==> src/design/lwma_pkg.sv <==
// Shared types and constants for the limited weighted moving average block.
// No dependencies; every design file refers to this package by scoped names.

package lwma_pkg;

   // Default geometry
   localparam int WINDOW_DEF      = 20;
   localparam int SAMPLE_BITS_DEF = 20;

   // Register file layout
   localparam int CSR_INDEX_BITS = 2;
   localparam int CSR_DATA_BITS  = 20;
   localparam int MIN_VALID_BITS = 20;
   localparam int BLEND_BITS     = 5;

   typedef enum logic [CSR_INDEX_BITS-1:0] {
      CSR_MODE         = 2'd0,
      CSR_MIN_VALID    = 2'd1,
      CSR_BLEND_WEIGHT = 2'd2
   } csr_index_type;

   localparam logic                             MODE_PLAIN      = 1'b0;
   localparam logic                             MODE_RESET      = 1'b1;
   localparam logic signed [MIN_VALID_BITS-1:0] MIN_VALID_RESET = -20'sd256000;
   localparam logic        [BLEND_BITS-1:0]     BLEND_RESET     = 5'd10;

   // Sample classification codes
   localparam int CLASS_BITS = 2;
   typedef enum logic [CLASS_BITS-1:0] {
      CLASS_STORED   = 2'd0,
      CLASS_BLENDED  = 2'd1,
      CLASS_REPLACED = 2'd2,
      CLASS_REJECTED = 2'd3
   } sample_class_type;

   // Sequencer states
   typedef enum logic [3:0] {
      ST_IDLE,
      ST_CLASSIFY,
      ST_BLEND_MUL,
      ST_BLEND_START,
      ST_BLEND_WAIT,
      ST_STORE,
      ST_MEAN_START,
      ST_MEAN_WAIT,
      ST_FINISH
   } lwma_state_type;

endpackage

==> src/design/lwma_cell.sv <==
// One cell of the sample window shift chain.
// Depends on lwma_pkg for the default width; instantiated in a row by the top level.

module lwma_cell #(
   parameter int WIDTH = lwma_pkg::SAMPLE_BITS_DEF
) (
   input  logic                    clock,
   input  logic                    shift_en,
   input  logic signed [WIDTH-1:0] d,
   output logic signed [WIDTH-1:0] q
);

   logic signed [WIDTH-1:0] value_ff;
   logic signed [WIDTH-1:0] value_in;

   // Take the neighbor's value on a shift, hold otherwise.
   assign value_in = shift_en ? d : value_ff;

   always_ff @(posedge clock) begin
      value_ff <= value_in;
   end

   assign q = value_ff;

endmodule

==> src/design/lwma_div.sv <==
// Iterative signed divider, one quotient bit per cycle, truncating toward zero.
// Positive divisor only. Uses lwma_pkg for defaults.

module lwma_div #(
   parameter int ACC_BITS = lwma_pkg::SAMPLE_BITS_DEF + 5,
   parameter int DEN_BITS = 5,
   parameter int Q_BITS   = lwma_pkg::SAMPLE_BITS_DEF
) (
   input  logic                       clock,
   input  logic                       reset,
   input  logic                       start,
   input  logic signed [ACC_BITS-1:0] dividend,
   input  logic        [DEN_BITS-1:0] divisor,
   output logic                       done,
   output logic signed [Q_BITS-1:0]   quotient
);

   localparam int STEP_BITS = (ACC_BITS > 1) ? $clog2(ACC_BITS) : 1;

   logic                  busy_ff, busy_in;
   logic                  done_ff, done_in;
   logic [STEP_BITS-1:0]  step_ff, step_in;
   logic [DEN_BITS-1:0]   rem_ff, rem_in;
   logic [ACC_BITS-1:0]   quo_ff, quo_in;
   logic [DEN_BITS-1:0]   den_ff, den_in;
   logic                  neg_ff, neg_in;

   logic [DEN_BITS:0]     rem_shift;
   logic [DEN_BITS:0]     rem_diff;
   logic [ACC_BITS-1:0]   dividend_mag;
   logic [ACC_BITS-1:0]   quo_signed;

   assign dividend_mag = dividend[ACC_BITS-1] ? (-dividend) : dividend;
   assign rem_shift    = {rem_ff, quo_ff[ACC_BITS-1]};
   assign rem_diff     = rem_shift - {1'b0, den_ff};

   always_comb begin
      busy_in = busy_ff;
      done_in = 1'b0;
      step_in = step_ff;
      rem_in  = rem_ff;
      quo_in  = quo_ff;
      den_in  = den_ff;
      neg_in  = neg_ff;
      if (start) begin
         busy_in = 1'b1;
         step_in = STEP_BITS'(ACC_BITS - 1);
         rem_in  = '0;
         quo_in  = dividend_mag;
         den_in  = divisor;
         neg_in  = dividend[ACC_BITS-1];
      end else if (busy_ff) begin
         // Shift in the next dividend bit, subtract when it fits.
         if (rem_shift >= {1'b0, den_ff}) begin
            rem_in = rem_diff[DEN_BITS-1:0];
            quo_in = {quo_ff[ACC_BITS-2:0], 1'b1};
         end else begin
            rem_in = rem_shift[DEN_BITS-1:0];
            quo_in = {quo_ff[ACC_BITS-2:0], 1'b0};
         end
         step_in = step_ff - 1'b1;
         if (step_ff == '0) begin
            busy_in = 1'b0;
            done_in = 1'b1;
         end
      end
   end

   always_ff @(posedge clock) begin
      if (reset) begin
         busy_ff <= 1'b0;
         done_ff <= 1'b0;
         step_ff <= '0;
      end else begin
         busy_ff <= busy_in;
         done_ff <= done_in;
         step_ff <= step_in;
      end
      rem_ff <= rem_in;
      quo_ff <= quo_in;
      den_ff <= den_in;
      neg_ff <= neg_in;
   end

   assign quo_signed = neg_ff ? (-quo_ff) : quo_ff;
   assign quotient   = quo_signed[Q_BITS-1:0];
   assign done       = done_ff;

endmodule

==> src/design/limited_weighted_moving_average.sv <==
// Top level of the limited weighted moving average filter.
// Depends on lwma_pkg, lwma_cell (window shift chain) and lwma_div (serial divider).
//
//  channel | ports                           | beat contents
//  --------+---------------------------------+-----------------------------------------
//  input   | req_tvalid req_tready req_tdata | tdata: sample
//  result  | rsp_tvalid rsp_tready rsp_tdata | tdata: mean; tuser: sample_class, full
//          | rsp_tuser                       |
//  config  | csr_we csr_index csr_wdata      | 0 mode, 1 min_valid, 2 blend_weight
//
// One item at a time. A stored sample passes the classify, store, mean start, mean
// wait and finish states; a blended sample also passes the blend multiply, start and
// wait states; a rejected one goes from classify to finish. The serial divider forms
// the mean, one quotient bit per cycle; the blend divides by the window length with
// a reciprocal multiply. Reset is synchronous and clears fill count, sum, mean and
// the sequencer; window cells are not cleared, since only filled cells are ever
// read. A result waits in the output register while the next beat is accepted; a
// stalled result holds the sequencer only where the next result is ready.

module limited_weighted_moving_average #(
   parameter int WINDOW      = lwma_pkg::WINDOW_DEF,
   parameter int SAMPLE_BITS = lwma_pkg::SAMPLE_BITS_DEF
) (
   input  logic                                 clock,
   input  logic                                 reset,
   // input stream
   input  logic                                 req_tvalid,
   output logic                                 req_tready,
   input  logic [((SAMPLE_BITS+7)/8)*8-1:0]     req_tdata,   // [SAMPLE_BITS-1:0] sample
   // result stream
   output logic                                 rsp_tvalid,
   input  logic                                 rsp_tready,
   output logic [((SAMPLE_BITS+7)/8)*8-1:0]     rsp_tdata,   // [SAMPLE_BITS-1:0] mean
   output logic [lwma_pkg::CLASS_BITS:0]        rsp_tuser,   // [1:0] sample_class, [2] full
   // configuration
   input  logic                                 csr_we,
   input  logic [lwma_pkg::CSR_INDEX_BITS-1:0]  csr_index,
   input  logic [lwma_pkg::CSR_DATA_BITS-1:0]   csr_wdata
);

   localparam int CNT_BITS  = $clog2(WINDOW + 1);
   localparam int ACC_BITS  = SAMPLE_BITS + $clog2(WINDOW);
   localparam int MAG_BITS  = SAMPLE_BITS + 3;
   localparam int LIM_BITS  = ((SAMPLE_BITS > lwma_pkg::MIN_VALID_BITS) ?
                               SAMPLE_BITS : lwma_pkg::MIN_VALID_BITS) + 1;
   localparam int DATA_BITS = ((SAMPLE_BITS + 7) / 8) * 8;
   localparam int MB        = lwma_pkg::MIN_VALID_BITS;
   // Reciprocal of the window length, rounded up; exact for any blend sum magnitude.
   localparam int BLEND_SHIFT = ACC_BITS + $clog2(WINDOW);
   localparam logic [ACC_BITS:0] BLEND_RECIP =
      (ACC_BITS+1)'(((64'd1 << BLEND_SHIFT) + 64'(WINDOW) - 64'd1) / 64'(WINDOW));

   // configuration registers
   logic                                mode_ff, mode_in;
   logic signed [MB-1:0]                min_valid_ff, min_valid_in;
   logic [lwma_pkg::BLEND_BITS-1:0]     blend_ff, blend_in;

   // sequencer and filter state
   lwma_pkg::lwma_state_type            state_ff, state_in;
   logic [CNT_BITS-1:0]                 fill_ff, fill_in;
   logic signed [ACC_BITS-1:0]          sum_ff, sum_in;
   logic signed [SAMPLE_BITS-1:0]       mean_ff, mean_in;

   // per-item working registers
   logic signed [SAMPLE_BITS-1:0]       sample_ff, sample_in;
   logic signed [SAMPLE_BITS-1:0]       value_ff, value_in;
   lwma_pkg::sample_class_type          class_ff, class_in;
   logic signed [ACC_BITS-1:0]          prod_a_ff, prod_a_in;
   logic signed [ACC_BITS-1:0]          prod_b_ff, prod_b_in;
   logic                                blend_neg_ff, blend_neg_in;
   logic [ACC_BITS-1:0]                 blend_mag_ff, blend_mag_in;

   // output register
   logic                                rsp_valid_ff, rsp_valid_in;
   logic signed [SAMPLE_BITS-1:0]       rsp_mean_ff, rsp_mean_in;
   lwma_pkg::sample_class_type          rsp_class_ff, rsp_class_in;
   logic                                rsp_full_ff, rsp_full_in;

   // window chain
   logic signed [SAMPLE_BITS-1:0]       cell_q [WINDOW];
   logic                                shift_en;

   // divider hookup
   logic                                div_start;
   logic signed [ACC_BITS-1:0]          div_dividend;
   logic [CNT_BITS-1:0]                 div_divisor;
   logic                                div_done;
   logic signed [SAMPLE_BITS-1:0]       div_quotient;

   // blend datapath
   logic signed [ACC_BITS-1:0]          blend_sum;
   logic [2*ACC_BITS-1:0]               blend_prod;
   logic [SAMPLE_BITS-1:0]              blend_quo;
   logic signed [SAMPLE_BITS-1:0]       blend_value;

   // classification datapath
   logic                                full;
   logic                                req_beat;
   logic                                rsp_load;
   logic signed [MAG_BITS-1:0]          x_wide, mean_wide;
   logic [MAG_BITS-1:0]                 x_mag, mean_mag;
   logic signed [LIM_BITS-1:0]          x_lim, min_lim;
   logic [CNT_BITS-1:0]                 k_sat, k_rest;
   logic signed [ACC_BITS-1:0]          x_acc, mean_acc, k_acc, k_rest_acc;
   logic signed [ACC_BITS-1:0]          oldest_acc;

   assign full     = (fill_ff == CNT_BITS'(WINDOW));
   assign req_beat = req_tvalid && req_tready;

   assign x_wide    = MAG_BITS'(sample_ff);
   assign mean_wide = MAG_BITS'(mean_ff);
   assign x_mag     = x_wide[MAG_BITS-1] ? (-x_wide) : x_wide;
   assign mean_mag  = mean_wide[MAG_BITS-1] ? (-mean_wide) : mean_wide;
   assign x_lim     = LIM_BITS'(sample_ff);
   assign min_lim   = LIM_BITS'(min_valid_ff);

   // Saturate the blend weight to the window length.
   assign k_sat      = (32'(blend_ff) > WINDOW) ? CNT_BITS'(WINDOW) : CNT_BITS'(blend_ff);
   assign k_rest     = CNT_BITS'(WINDOW) - k_sat;
   assign x_acc      = ACC_BITS'(sample_ff);
   assign mean_acc   = ACC_BITS'(mean_ff);
   assign k_acc      = ACC_BITS'(k_sat);
   assign k_rest_acc = ACC_BITS'(k_rest);
   assign oldest_acc = ACC_BITS'(cell_q[WINDOW-1]);

   // Weighted blend over WINDOW: split off the sign, multiply the magnitude by the
   // reciprocal, take the high bits and put the sign back (truncates toward zero).
   assign blend_sum   = prod_a_ff + prod_b_ff;
   assign blend_prod  = (2*ACC_BITS)'(blend_mag_ff) * (2*ACC_BITS)'(BLEND_RECIP);
   assign blend_quo   = blend_prod[BLEND_SHIFT +: SAMPLE_BITS];
   assign blend_value = blend_neg_ff ? -$signed(blend_quo) : $signed(blend_quo);

   // Window chain: a new value enters cell 0, the oldest leaves the last cell.
   assign shift_en = (state_ff == lwma_pkg::ST_STORE);

   for (genvar i = 0; i < WINDOW; i++) begin : g_cell
      lwma_cell #(
         .WIDTH (SAMPLE_BITS)
      ) u_cell (
         .clock    (clock),
         .shift_en (shift_en),
         .d        ((i == 0) ? value_ff : cell_q[(i == 0) ? 0 : i-1]),
         .q        (cell_q[i])
      );
   end

   // Serial divider: running sum over fill count.
   assign div_start    = (state_ff == lwma_pkg::ST_MEAN_START);
   assign div_dividend = sum_ff;
   assign div_divisor  = fill_ff;

   lwma_div #(
      .ACC_BITS (ACC_BITS),
      .DEN_BITS (CNT_BITS),
      .Q_BITS   (SAMPLE_BITS)
   ) u_div (
      .clock    (clock),
      .reset    (reset),
      .start    (div_start),
      .dividend (div_dividend),
      .divisor  (div_divisor),
      .done     (div_done),
      .quotient (div_quotient)
   );

   // Configuration writes
   always_comb begin
      mode_in      = mode_ff;
      min_valid_in = min_valid_ff;
      blend_in     = blend_ff;
      if (csr_we) begin
         unique case (csr_index)
            lwma_pkg::CSR_MODE:         mode_in      = csr_wdata[0];
            lwma_pkg::CSR_MIN_VALID:    min_valid_in = csr_wdata[MB-1:0];
            lwma_pkg::CSR_BLEND_WEIGHT: blend_in     = csr_wdata[lwma_pkg::BLEND_BITS-1:0];
            default: ;
         endcase
      end
   end

   // Sequencer
   always_comb begin
      state_in     = state_ff;
      fill_in      = fill_ff;
      sum_in       = sum_ff;
      mean_in      = mean_ff;
      sample_in    = sample_ff;
      value_in     = value_ff;
      class_in     = class_ff;
      prod_a_in    = prod_a_ff;
      prod_b_in    = prod_b_ff;
      blend_neg_in = blend_neg_ff;
      blend_mag_in = blend_mag_ff;
      rsp_mean_in  = rsp_mean_ff;
      rsp_class_in = rsp_class_ff;
      rsp_full_in  = rsp_full_ff;
      rsp_load     = 1'b0;
      req_tready   = 1'b0;

      unique case (state_ff)
         lwma_pkg::ST_IDLE: begin
            req_tready = 1'b1;
            if (req_tvalid) begin
               sample_in = req_tdata[SAMPLE_BITS-1:0];
               state_in  = lwma_pkg::ST_CLASSIFY;
            end
         end
         lwma_pkg::ST_CLASSIFY: begin
            value_in = sample_ff;
            class_in = lwma_pkg::CLASS_STORED;
            state_in = lwma_pkg::ST_STORE;
            if (mode_ff == lwma_pkg::MODE_PLAIN) begin
               // plain average: store raw
            end else if (x_lim < min_lim) begin
               // reject: leave state alone, report old mean
               class_in = lwma_pkg::CLASS_REJECTED;
               state_in = lwma_pkg::ST_FINISH;
            end else if (!full) begin
               // filling: store raw
            end else if ((x_mag + (x_mag << 1)) <= (mean_mag << 2)) begin
               // close to the mean: store raw
            end else if (x_mag < (mean_mag << 1)) begin
               class_in = lwma_pkg::CLASS_BLENDED;
               state_in = lwma_pkg::ST_BLEND_MUL;
            end else begin
               value_in = mean_ff;
               class_in = lwma_pkg::CLASS_REPLACED;
            end
         end
         lwma_pkg::ST_BLEND_MUL: begin
            prod_a_in = x_acc * k_acc;
            prod_b_in = mean_acc * k_rest_acc;
            state_in  = lwma_pkg::ST_BLEND_START;
         end
         lwma_pkg::ST_BLEND_START: begin
            // Hold the sign and magnitude of the weighted sum.
            blend_neg_in = blend_sum[ACC_BITS-1];
            blend_mag_in = blend_sum[ACC_BITS-1] ? -blend_sum : blend_sum;
            state_in     = lwma_pkg::ST_BLEND_WAIT;
         end
         lwma_pkg::ST_BLEND_WAIT: begin
            value_in = blend_value;
            state_in = lwma_pkg::ST_STORE;
         end
         lwma_pkg::ST_STORE: begin
            // Add the new value; drop the oldest once the window is full.
            sum_in = sum_ff + ACC_BITS'(value_ff) - (full ? oldest_acc : '0);
            if (!full) begin
               fill_in = fill_ff + 1'b1;
            end
            state_in = lwma_pkg::ST_MEAN_START;
         end
         lwma_pkg::ST_MEAN_START: begin
            state_in = lwma_pkg::ST_MEAN_WAIT;
         end
         lwma_pkg::ST_MEAN_WAIT: begin
            if (div_done) begin
               mean_in  = div_quotient;
               state_in = lwma_pkg::ST_FINISH;
            end
         end
         lwma_pkg::ST_FINISH: begin
            // Hold until the output register is free.
            if (!rsp_valid_ff || rsp_tready) begin
               rsp_load     = 1'b1;
               rsp_mean_in  = mean_ff;
               rsp_class_in = class_ff;
               rsp_full_in  = full;
               state_in     = lwma_pkg::ST_IDLE;
            end
         end
         default: begin
            state_in = lwma_pkg::ST_IDLE;
         end
      endcase

      if (rsp_load) begin
         rsp_valid_in = 1'b1;
      end else if (rsp_tready) begin
         rsp_valid_in = 1'b0;
      end else begin
         rsp_valid_in = rsp_valid_ff;
      end
   end

   always_ff @(posedge clock) begin
      if (reset) begin
         mode_ff      <= lwma_pkg::MODE_RESET;
         min_valid_ff <= lwma_pkg::MIN_VALID_RESET;
         blend_ff     <= lwma_pkg::BLEND_RESET;
         state_ff     <= lwma_pkg::ST_IDLE;
         fill_ff      <= '0;
         sum_ff       <= '0;
         mean_ff      <= '0;
         rsp_valid_ff <= 1'b0;
      end else begin
         mode_ff      <= mode_in;
         min_valid_ff <= min_valid_in;
         blend_ff     <= blend_in;
         state_ff     <= state_in;
         fill_ff      <= fill_in;
         sum_ff       <= sum_in;
         mean_ff      <= mean_in;
         rsp_valid_ff <= rsp_valid_in;
      end
      sample_ff    <= sample_in;
      value_ff     <= value_in;
      class_ff     <= class_in;
      prod_a_ff    <= prod_a_in;
      prod_b_ff    <= prod_b_in;
      blend_neg_ff <= blend_neg_in;
      blend_mag_ff <= blend_mag_in;
      rsp_mean_ff  <= rsp_mean_in;
      rsp_class_ff <= rsp_class_in;
      rsp_full_ff  <= rsp_full_in;
   end

   assign rsp_tvalid = rsp_valid_ff;
   assign rsp_tdata  = DATA_BITS'(unsigned'(rsp_mean_ff));
   assign rsp_tuser  = {rsp_full_ff, rsp_class_ff};

   // The divider only finishes while the sequencer waits for the mean.
   assert property (@(posedge clock) disable iff (reset)
      div_done |-> (state_ff == lwma_pkg::ST_MEAN_WAIT))
      else $error("divider finished outside a wait state");

   // An accepted beat always moves on to classification.
   assert property (@(posedge clock) disable iff (reset)
      req_beat |=> (state_ff == lwma_pkg::ST_CLASSIFY))
      else $error("accepted beat not classified");

   // The fill count only grows, one step at a time, and never past the window.
   assert property (@(posedge clock) disable iff (reset)
      !$past(reset) |-> ((fill_ff == $past(fill_ff) || fill_ff == $past(fill_ff) + 1'b1) &&
                         fill_ff <= CNT_BITS'(WINDOW)))
      else $error("fill count out of step");

   // A result marked full implies the window really is full.
   assert property (@(posedge clock) disable iff (reset)
      (rsp_tvalid && rsp_tuser[lwma_pkg::CLASS_BITS]) |-> full)
      else $error("full flag without a full window");

endmodule
==> config.mk <==
export PLATFORM = sky130hd
export DESIGN_NAME = limited_weighted_moving_average
export DESIGN_NICKNAME = d
export VERILOG_FILES = /design/src/design/lwma_pkg.sv /design/src/design/lwma_cell.sv /design/src/design/lwma_div.sv /design/src/design/limited_weighted_moving_average.sv
export SDC_FILE = /design/constraint.sdc
export NUM_CORES = 2
export LEC_CHECK = 0
export BUFFER_PORTS_ARGS = -buffer_cell sky130_fd_sc_hd__buf_4
export CELL_PAD_IN_SITES_DETAIL_PLACEMENT = 0
export CELL_PAD_IN_SITES_GLOBAL_PLACEMENT = 1
export CORE_MARGIN = 10
export CORE_UTILIZATION = 53
export DETAILED_ROUTE_END_ITERATION = 8
export PLACE_DENSITY_LB_ADDON = 0.1
export SKIP_CTS_REPAIR_TIMING = 1
export SLEW_MARGIN = 20
export SYNTH_ARGS = -nofsm -noshare
export SYNTH_HDL_FRONTEND = slang
export SYNTH_HIERARCHICAL = 1
export SYNTH_SLANG_ARGS = --single-unit
==> constraint.sdc <==
create_clock -name clock -period 17 [get_ports clock]
set_input_delay 0.85 -clock clock [delete_from_list [all_inputs] [get_ports clock]]
set_output_delay 0.85 -clock clock [all_outputs]
set_load 0.01 [all_outputs]
* Yosys cells after proc, flatten, opt, wreduce, memory -nomap -nowiden
Cells that the tools add are included.
** Operators by class
- $lt $le $gt $ge :: 5
- Muxes and demuxes :: 42
- Equality and inequality tests :: 14
- Reductions and logical operators :: 18
- Add/subtract/negate cells :: 14
- Bitwise logic cells :: 2
- $mul :: 3
** Operator list (number)
- 20-bit two-way mux :: 7
- 25-bit two-way mux :: 4
- 25-bit adder :: 2
- 20-bit by 6-bit multiplier with 25-bit output :: 2
- 25-bit negator :: 2
- 25-bit by 24-bit multiplier with 48-bit output, second input constant :: 1
- 20-bit negator :: 2
- 20-bit one-hot mux with 2 select lines :: 1
- 4-bit one-hot mux with 9 select lines :: 1
- 25-bit subtractor :: 1
- 24-bit two-way mux :: 1
- 23-bit adder :: 1
- 23-bit <= comparator :: 1
- 23-bit less-than comparator :: 1
- 23-bit two-way mux :: 1
- 20-bit negator with 23-bit output :: 1
- 22-bit two-way mux :: 1
- 20-bit negator with 22-bit output :: 1
- 20-bit less-than comparator :: 1
- 4-bit two-way mux :: 5
- 5-bit two-way mux :: 4
- 4-bit by 3-bit == test with 1-bit output, second input constant :: 4
- 2-bit AND reduction :: 7
- 1-bit two-way mux :: 10
- 26 further kinds :: 36
** Storage, ports and cells
- Output and inout port bits :: 29
- Input bits :: 51
- Flip-flop bits (word level) :: 665
- Word-level logic and storage cells :: 145

* Longest topological paths before layout
- Depth in word-level cells :: 9
- Mapped depth :: 30
- Mapped depth without buffers :: 27

* Cells and area by module
Netlist, hierarchy kept.
** Modules (own cells, without submodules)
- limited_weighted_moving_average :: cells an instance 3509, sequential area each 5855.6 um^2, area an instance 32322.2 um^2, instances 1
- lwma_cell :: cells an instance 20, sequential area each 600.6 um^2, area an instance 600.6 um^2, instances 20
- lwma_div :: cells an instance 346, sequential area each 1171.1 um^2, area an instance 3094.2 um^2, instances 1

* Worst setup path before layout
Ideal clock, no wire load.
- Path kind :: reg-to-reg
- Start :: register state_ff[0]
- End :: register sum_ff[7] (netlist: div_dividend[7])
- Library setup time :: 0.663 ns
- Data required time :: 16.337 ns
- Arrival time :: 12.458 ns
- Clock period less this slack :: 13.122 ns
- Cell stages (with the launch flop) :: 8
- Slack :: 3.878 ns
- Cells stage by stage :: dfxtp_1 -> clkbuf_1 -> nand2b_1 -> or2_2 -> clkbuf_1 -> clkinv_1 -> buf_1 -> a211oi_1
** On the way
- Word-level cells in the longest chain between the ends :: 1
** Ends and longest elaborated chain
- start, declared :: line limited_weighted_moving_average.sv:59 : lwma_pkg::lwma_state_type state_ff, state_in;
- start signal, assigned :: line limited_weighted_moving_average.sv:291 : state_ff <= lwma_pkg::ST_IDLE;
- start signal, assigned :: line limited_weighted_moving_average.sv:300 : state_ff <= state_in;
- 4-bit by 3-bit == test with 1-bit output
- named net shift_en :: line limited_weighted_moving_average.sv:81 : logic shift_en;
- end signal, assigned :: line limited_weighted_moving_average.sv:302 : sum_ff <= sum_in;
- end, declared :: line limited_weighted_moving_average.sv:61 : logic signed [ACC_BITS-1:0] sum_ff, sum_in;
The timed path passes the listed nets, and every way through them passes these cells.
A chain may end at the register's enable or synchronous reset.

* Worst setup path after layout
- Start :: register blend_mag_ff[1]
- End :: register value_ff[18] (data pin)
** On the way
- Word-level cells in the longest chain between the ends :: 4
** Ends and longest elaborated chain
- start, declared :: line limited_weighted_moving_average.sv:71 : logic [ACC_BITS-1:0] blend_mag_ff, blend_mag_in;
- start signal, assigned :: line limited_weighted_moving_average.sv:312 : blend_mag_ff <= blend_mag_in;
- 25-bit by 24-bit multiplier with 48-bit output * :: line limited_weighted_moving_average.sv:129 : assign blend_prod = (2*ACC_BITS)'(blend_mag_ff) * (2*ACC_BITS)'(BLEND_RECIP);
- 20-bit negator :: line limited_weighted_moving_average.sv:131 : assign blend_value = blend_neg_ff ? -$signed(blend_quo) : $signed(blend_quo);
- 20-bit two-way mux * :: line limited_weighted_moving_average.sv:131
- 20-bit one-hot mux with 2 select lines * :: line limited_weighted_moving_average.sv:200 : unique case (state_ff)
- named net value_in[18] :: line limited_weighted_moving_average.sv:66 : logic signed [SAMPLE_BITS-1:0] value_ff, value_in;
- end signal, assigned :: line limited_weighted_moving_average.sv:307 : value_ff <= value_in;
- end, declared :: line limited_weighted_moving_average.sv:66
Mark *: on every way through the listed nets, which the timed path passes. The rest lies on a longest branch.

==> flow_summary.ini <==
[yosys]
synth-main-ff-cell = edfxtp_1
syn_area_sq_um = 47400
yosysTopAreaCellShare = 0.362
syn_inst = 4255
yosysWarnings = 6
synth-edff-count = 572
async_flop_share = 0
ys_types = 105
avgSynthCellArea_sq_um = 11.1
synth_seq_area_share = 0.401
yosys.area.top_type = edfxtp_1
synth_top_cells_by_area = edfxtp_1, fa_1, ha_1
ys_ff_latch = 665

[routing]
num_vias = 29900
drtPass1Iterations = 9
routed_wl_um = 106000
drt.antenna.violating_nets = 0
vias_per_cell = 5.39
drc = 7
wl_per_cell_um = 19.2
drt_iter0_markers = 2117

[job]
cap_violations = 0

[floorplanning]
die_h_um = 319
num_io_pins = 80
fp-row-count = 109
die-area_sq_um = 102000
initial_core_util = 0.535
fp.dieW_um = 319
core_sq_um = 88600

[worst_setup_path]
critical_path.max_fanout = 9
crit_path_cell_trace = ha_1, xor2_1, ha_1, fa_1, fa_1, fa_1, fa_1, inv_1, fa_1, inv_1, ha_1, a211oi_1, o21ai_1, o21a_1, or4_1, o211ai_1, ha_1, o211ai_1, or4_4, o21ai_1, xnor2_1, a21oi_1
start_kind = flip-flop
slowest_delay_ns = 0.65
crit_path_frequent_cell = fa_1
required_ns = 17.38
cp_slowest_cell = or4_4
critPathArrivalTime_ns = 8.60
cp-end-kind = flip-flop
critPathKind = reg -> reg

[global_routing]
grt_pass1_vias = 29700
grt_pass1_wl_um = 168000
overflow = 0
gr-usage-all-layers = 0.209
antenna_found_initial = 1
grt_max_degree = 198

[finish]
finalNetCount = 5236
drive_above_1_share = 0.0643
utilization = 0.583
register_area_sq_um = 19000
area_growth_pct = 8.98
nFillCells = 7588
multi_input_area_sq_um = 25300

[placed_design]
dp_slack_ns = 8.76
hpwl_um = 80900
port_buffers = 71
gp_congestion = 0.889

[clock_network]
clock_latency_ns = 0.64
path_clk_slew_ns = 0.06
tritoncts = done
h-tree-depth = 3
clockBufferDepth = 3
cts-buffers-inserted = 73
numClockSinks = 665
root_buffer = clkbuf_16

[sta]
drv_slew = 0
slew_headroom = 0.286
rsz0062_at_grt = false
max_freq_mhz = 122
tightest_slew_ns = 1.07
fin_crit_ns = 8.22
finalCritPeriodShare = 0.483
worst_slack_ns = 8.78
setup_viol = 0
fin_skew_ns = 0.0300
tns_ns = 0
hold_viol = 0

[hold_path]
hold_path_class = in -> reg

[status]
status = finished with violations
violations = DRC
==> routing by layer <==
metal  vias to the layer above  share of wire  track usage
met1                     14600           0.47        0.294
met2                       579           0.45        0.326
met3                       143          0.048       0.0395
met4                         0          0.031       0.0653
li1                      14600              -            -
met5                         -              0            0
==> final timing paths <==
path | to | cells after the start | slack [ns] | start
setup / recovery | value_ff[18]$_DFFE_PP_ | 22 | 8.78 | blend_mag_ff[1]$_DFFE_PP_
hold / removal | sample_ff[17]$_DFFE_PP_ | 1 | 0.38 | req_tdata[17]
setup reg to reg | value_ff[18]$_DFFE_PP_ | 22 | 8.78 | blend_mag_ff[1]$_DFFE_PP_
hold reg to reg | g_cell[5].u_cell/q[8]$_DFFE_PP_ | 0 | 0.40 | g_cell[4].u_cell/q[8]$_DFFE_PP_
==> cell type report <==
class / count / area share
multi-input combinational: 2776 / 0.490
sequential: 665 / 0.368
inverter: 690 / 0.0503
clock buffer: 89 / 0.0373
tap: 1165 / 0.0282
timing repair buffer: 104 / 0.0154
clock inverter: 44 / 0.0105
antenna: 1 / 0.0000484
==> kinds of logic (layout without fill, tap and decap cells) <==
kind of cell / after synthesis / after routing / share of synthesized area
adder cells (fa/ha/maj): 875 / 875 / 0.291
AO/OA/AOI/OAI: 624 / 624 / 0.0864
other: 2 / 14 / 0.000158
buffers and inverters: 825 / 927 / 0.0662
flip-flops: 665 / 665 / 0.401
XOR/XNOR: 240 / 240 / 0.0446
AND/OR/NAND/NOR: 992 / 992 / 0.104
multiplexers: 32 / 32 / 0.00710
==> registers in the layout, summed over array words and instances, names as in the netlist, 4 cells and up <==
name	count
blend_ff	5
blend_mag_ff	25
div_dividend	25
div_divisor	5
g_cell.u_cell/q	400
mean_ff	20
min_valid_ff	20
prod_a_ff	25
prod_b_ff	25
rsp_mean_ff	20
sample_ff	20
state_ff	4
u_div/den_ff	5
u_div/quo_ff	25
u_div/rem_ff	5
u_div/step_ff	5
value_ff	20
==> cells in the mapped netlist, types with 70 or more instances <==
cell type  count
inv_1        688
edfxtp_1     572
ha_1         498
fa_1         377
nand2_1      369
a21oi_1      212
nor2_1       165
xnor2_1      154
and2_1       123
clkbuf_1     114
o21ai_0       98
dfxtp_1       93
xor2_1        84
nor3_1        70
==> per-stage QoR <==
stage / instances / hold slack [ns] / cell area, sq um
6_report: 5534 / 0.380 / 51700
2_1_floorplan: 4266 / 0.400 / 47500
5_1_grt: 5533 / 0.349 / 51700
3_3_place_gp: 5400 / 0.401 / 49200
4_1_cts: 5533 / 0.340 / 51700
3_5_place_dp: 5400 / 0.405 / 49200
==> cell usage in the layout (no fill, tap or decap), drive strengths merged, types with 28 or more instances in the layout <==
| cell | instances |
|---|---|
| nand2 | 370 |
| fa | 377 |
| a21o | 59 |
| edfxtp | 572 |
| xnor2 | 155 |
| nand3 | 42 |
| inv | 695 |
| buf | 104 |
| clkinv | 28 |
| a21oi | 217 |
| ha | 498 |
| dfxtp | 93 |
| o21ai | 105 |
| nor2 | 165 |
| or3 | 37 |
| clkbuf | 89 |
| nor3 | 71 |
| xor2 | 85 |
| o31ai | 36 |
| and2 | 124 |
==> critical path: cells and delay by family (launching register included) <==
family,cells,cell delay (ns)
buffers and inverters,2,0.09
adder cells (fa/ha/maj),9,4.04
AND/OR/NAND/NOR,2,1.16
flip-flops,1,0.62
AO/OA/AOI/OAI,7,1.55
XOR/XNOR,2,0.46
Power is left out: the tool's default activity adds up to more than one toggle a clock period on the data nets, which glitch-free logic cannot reach.
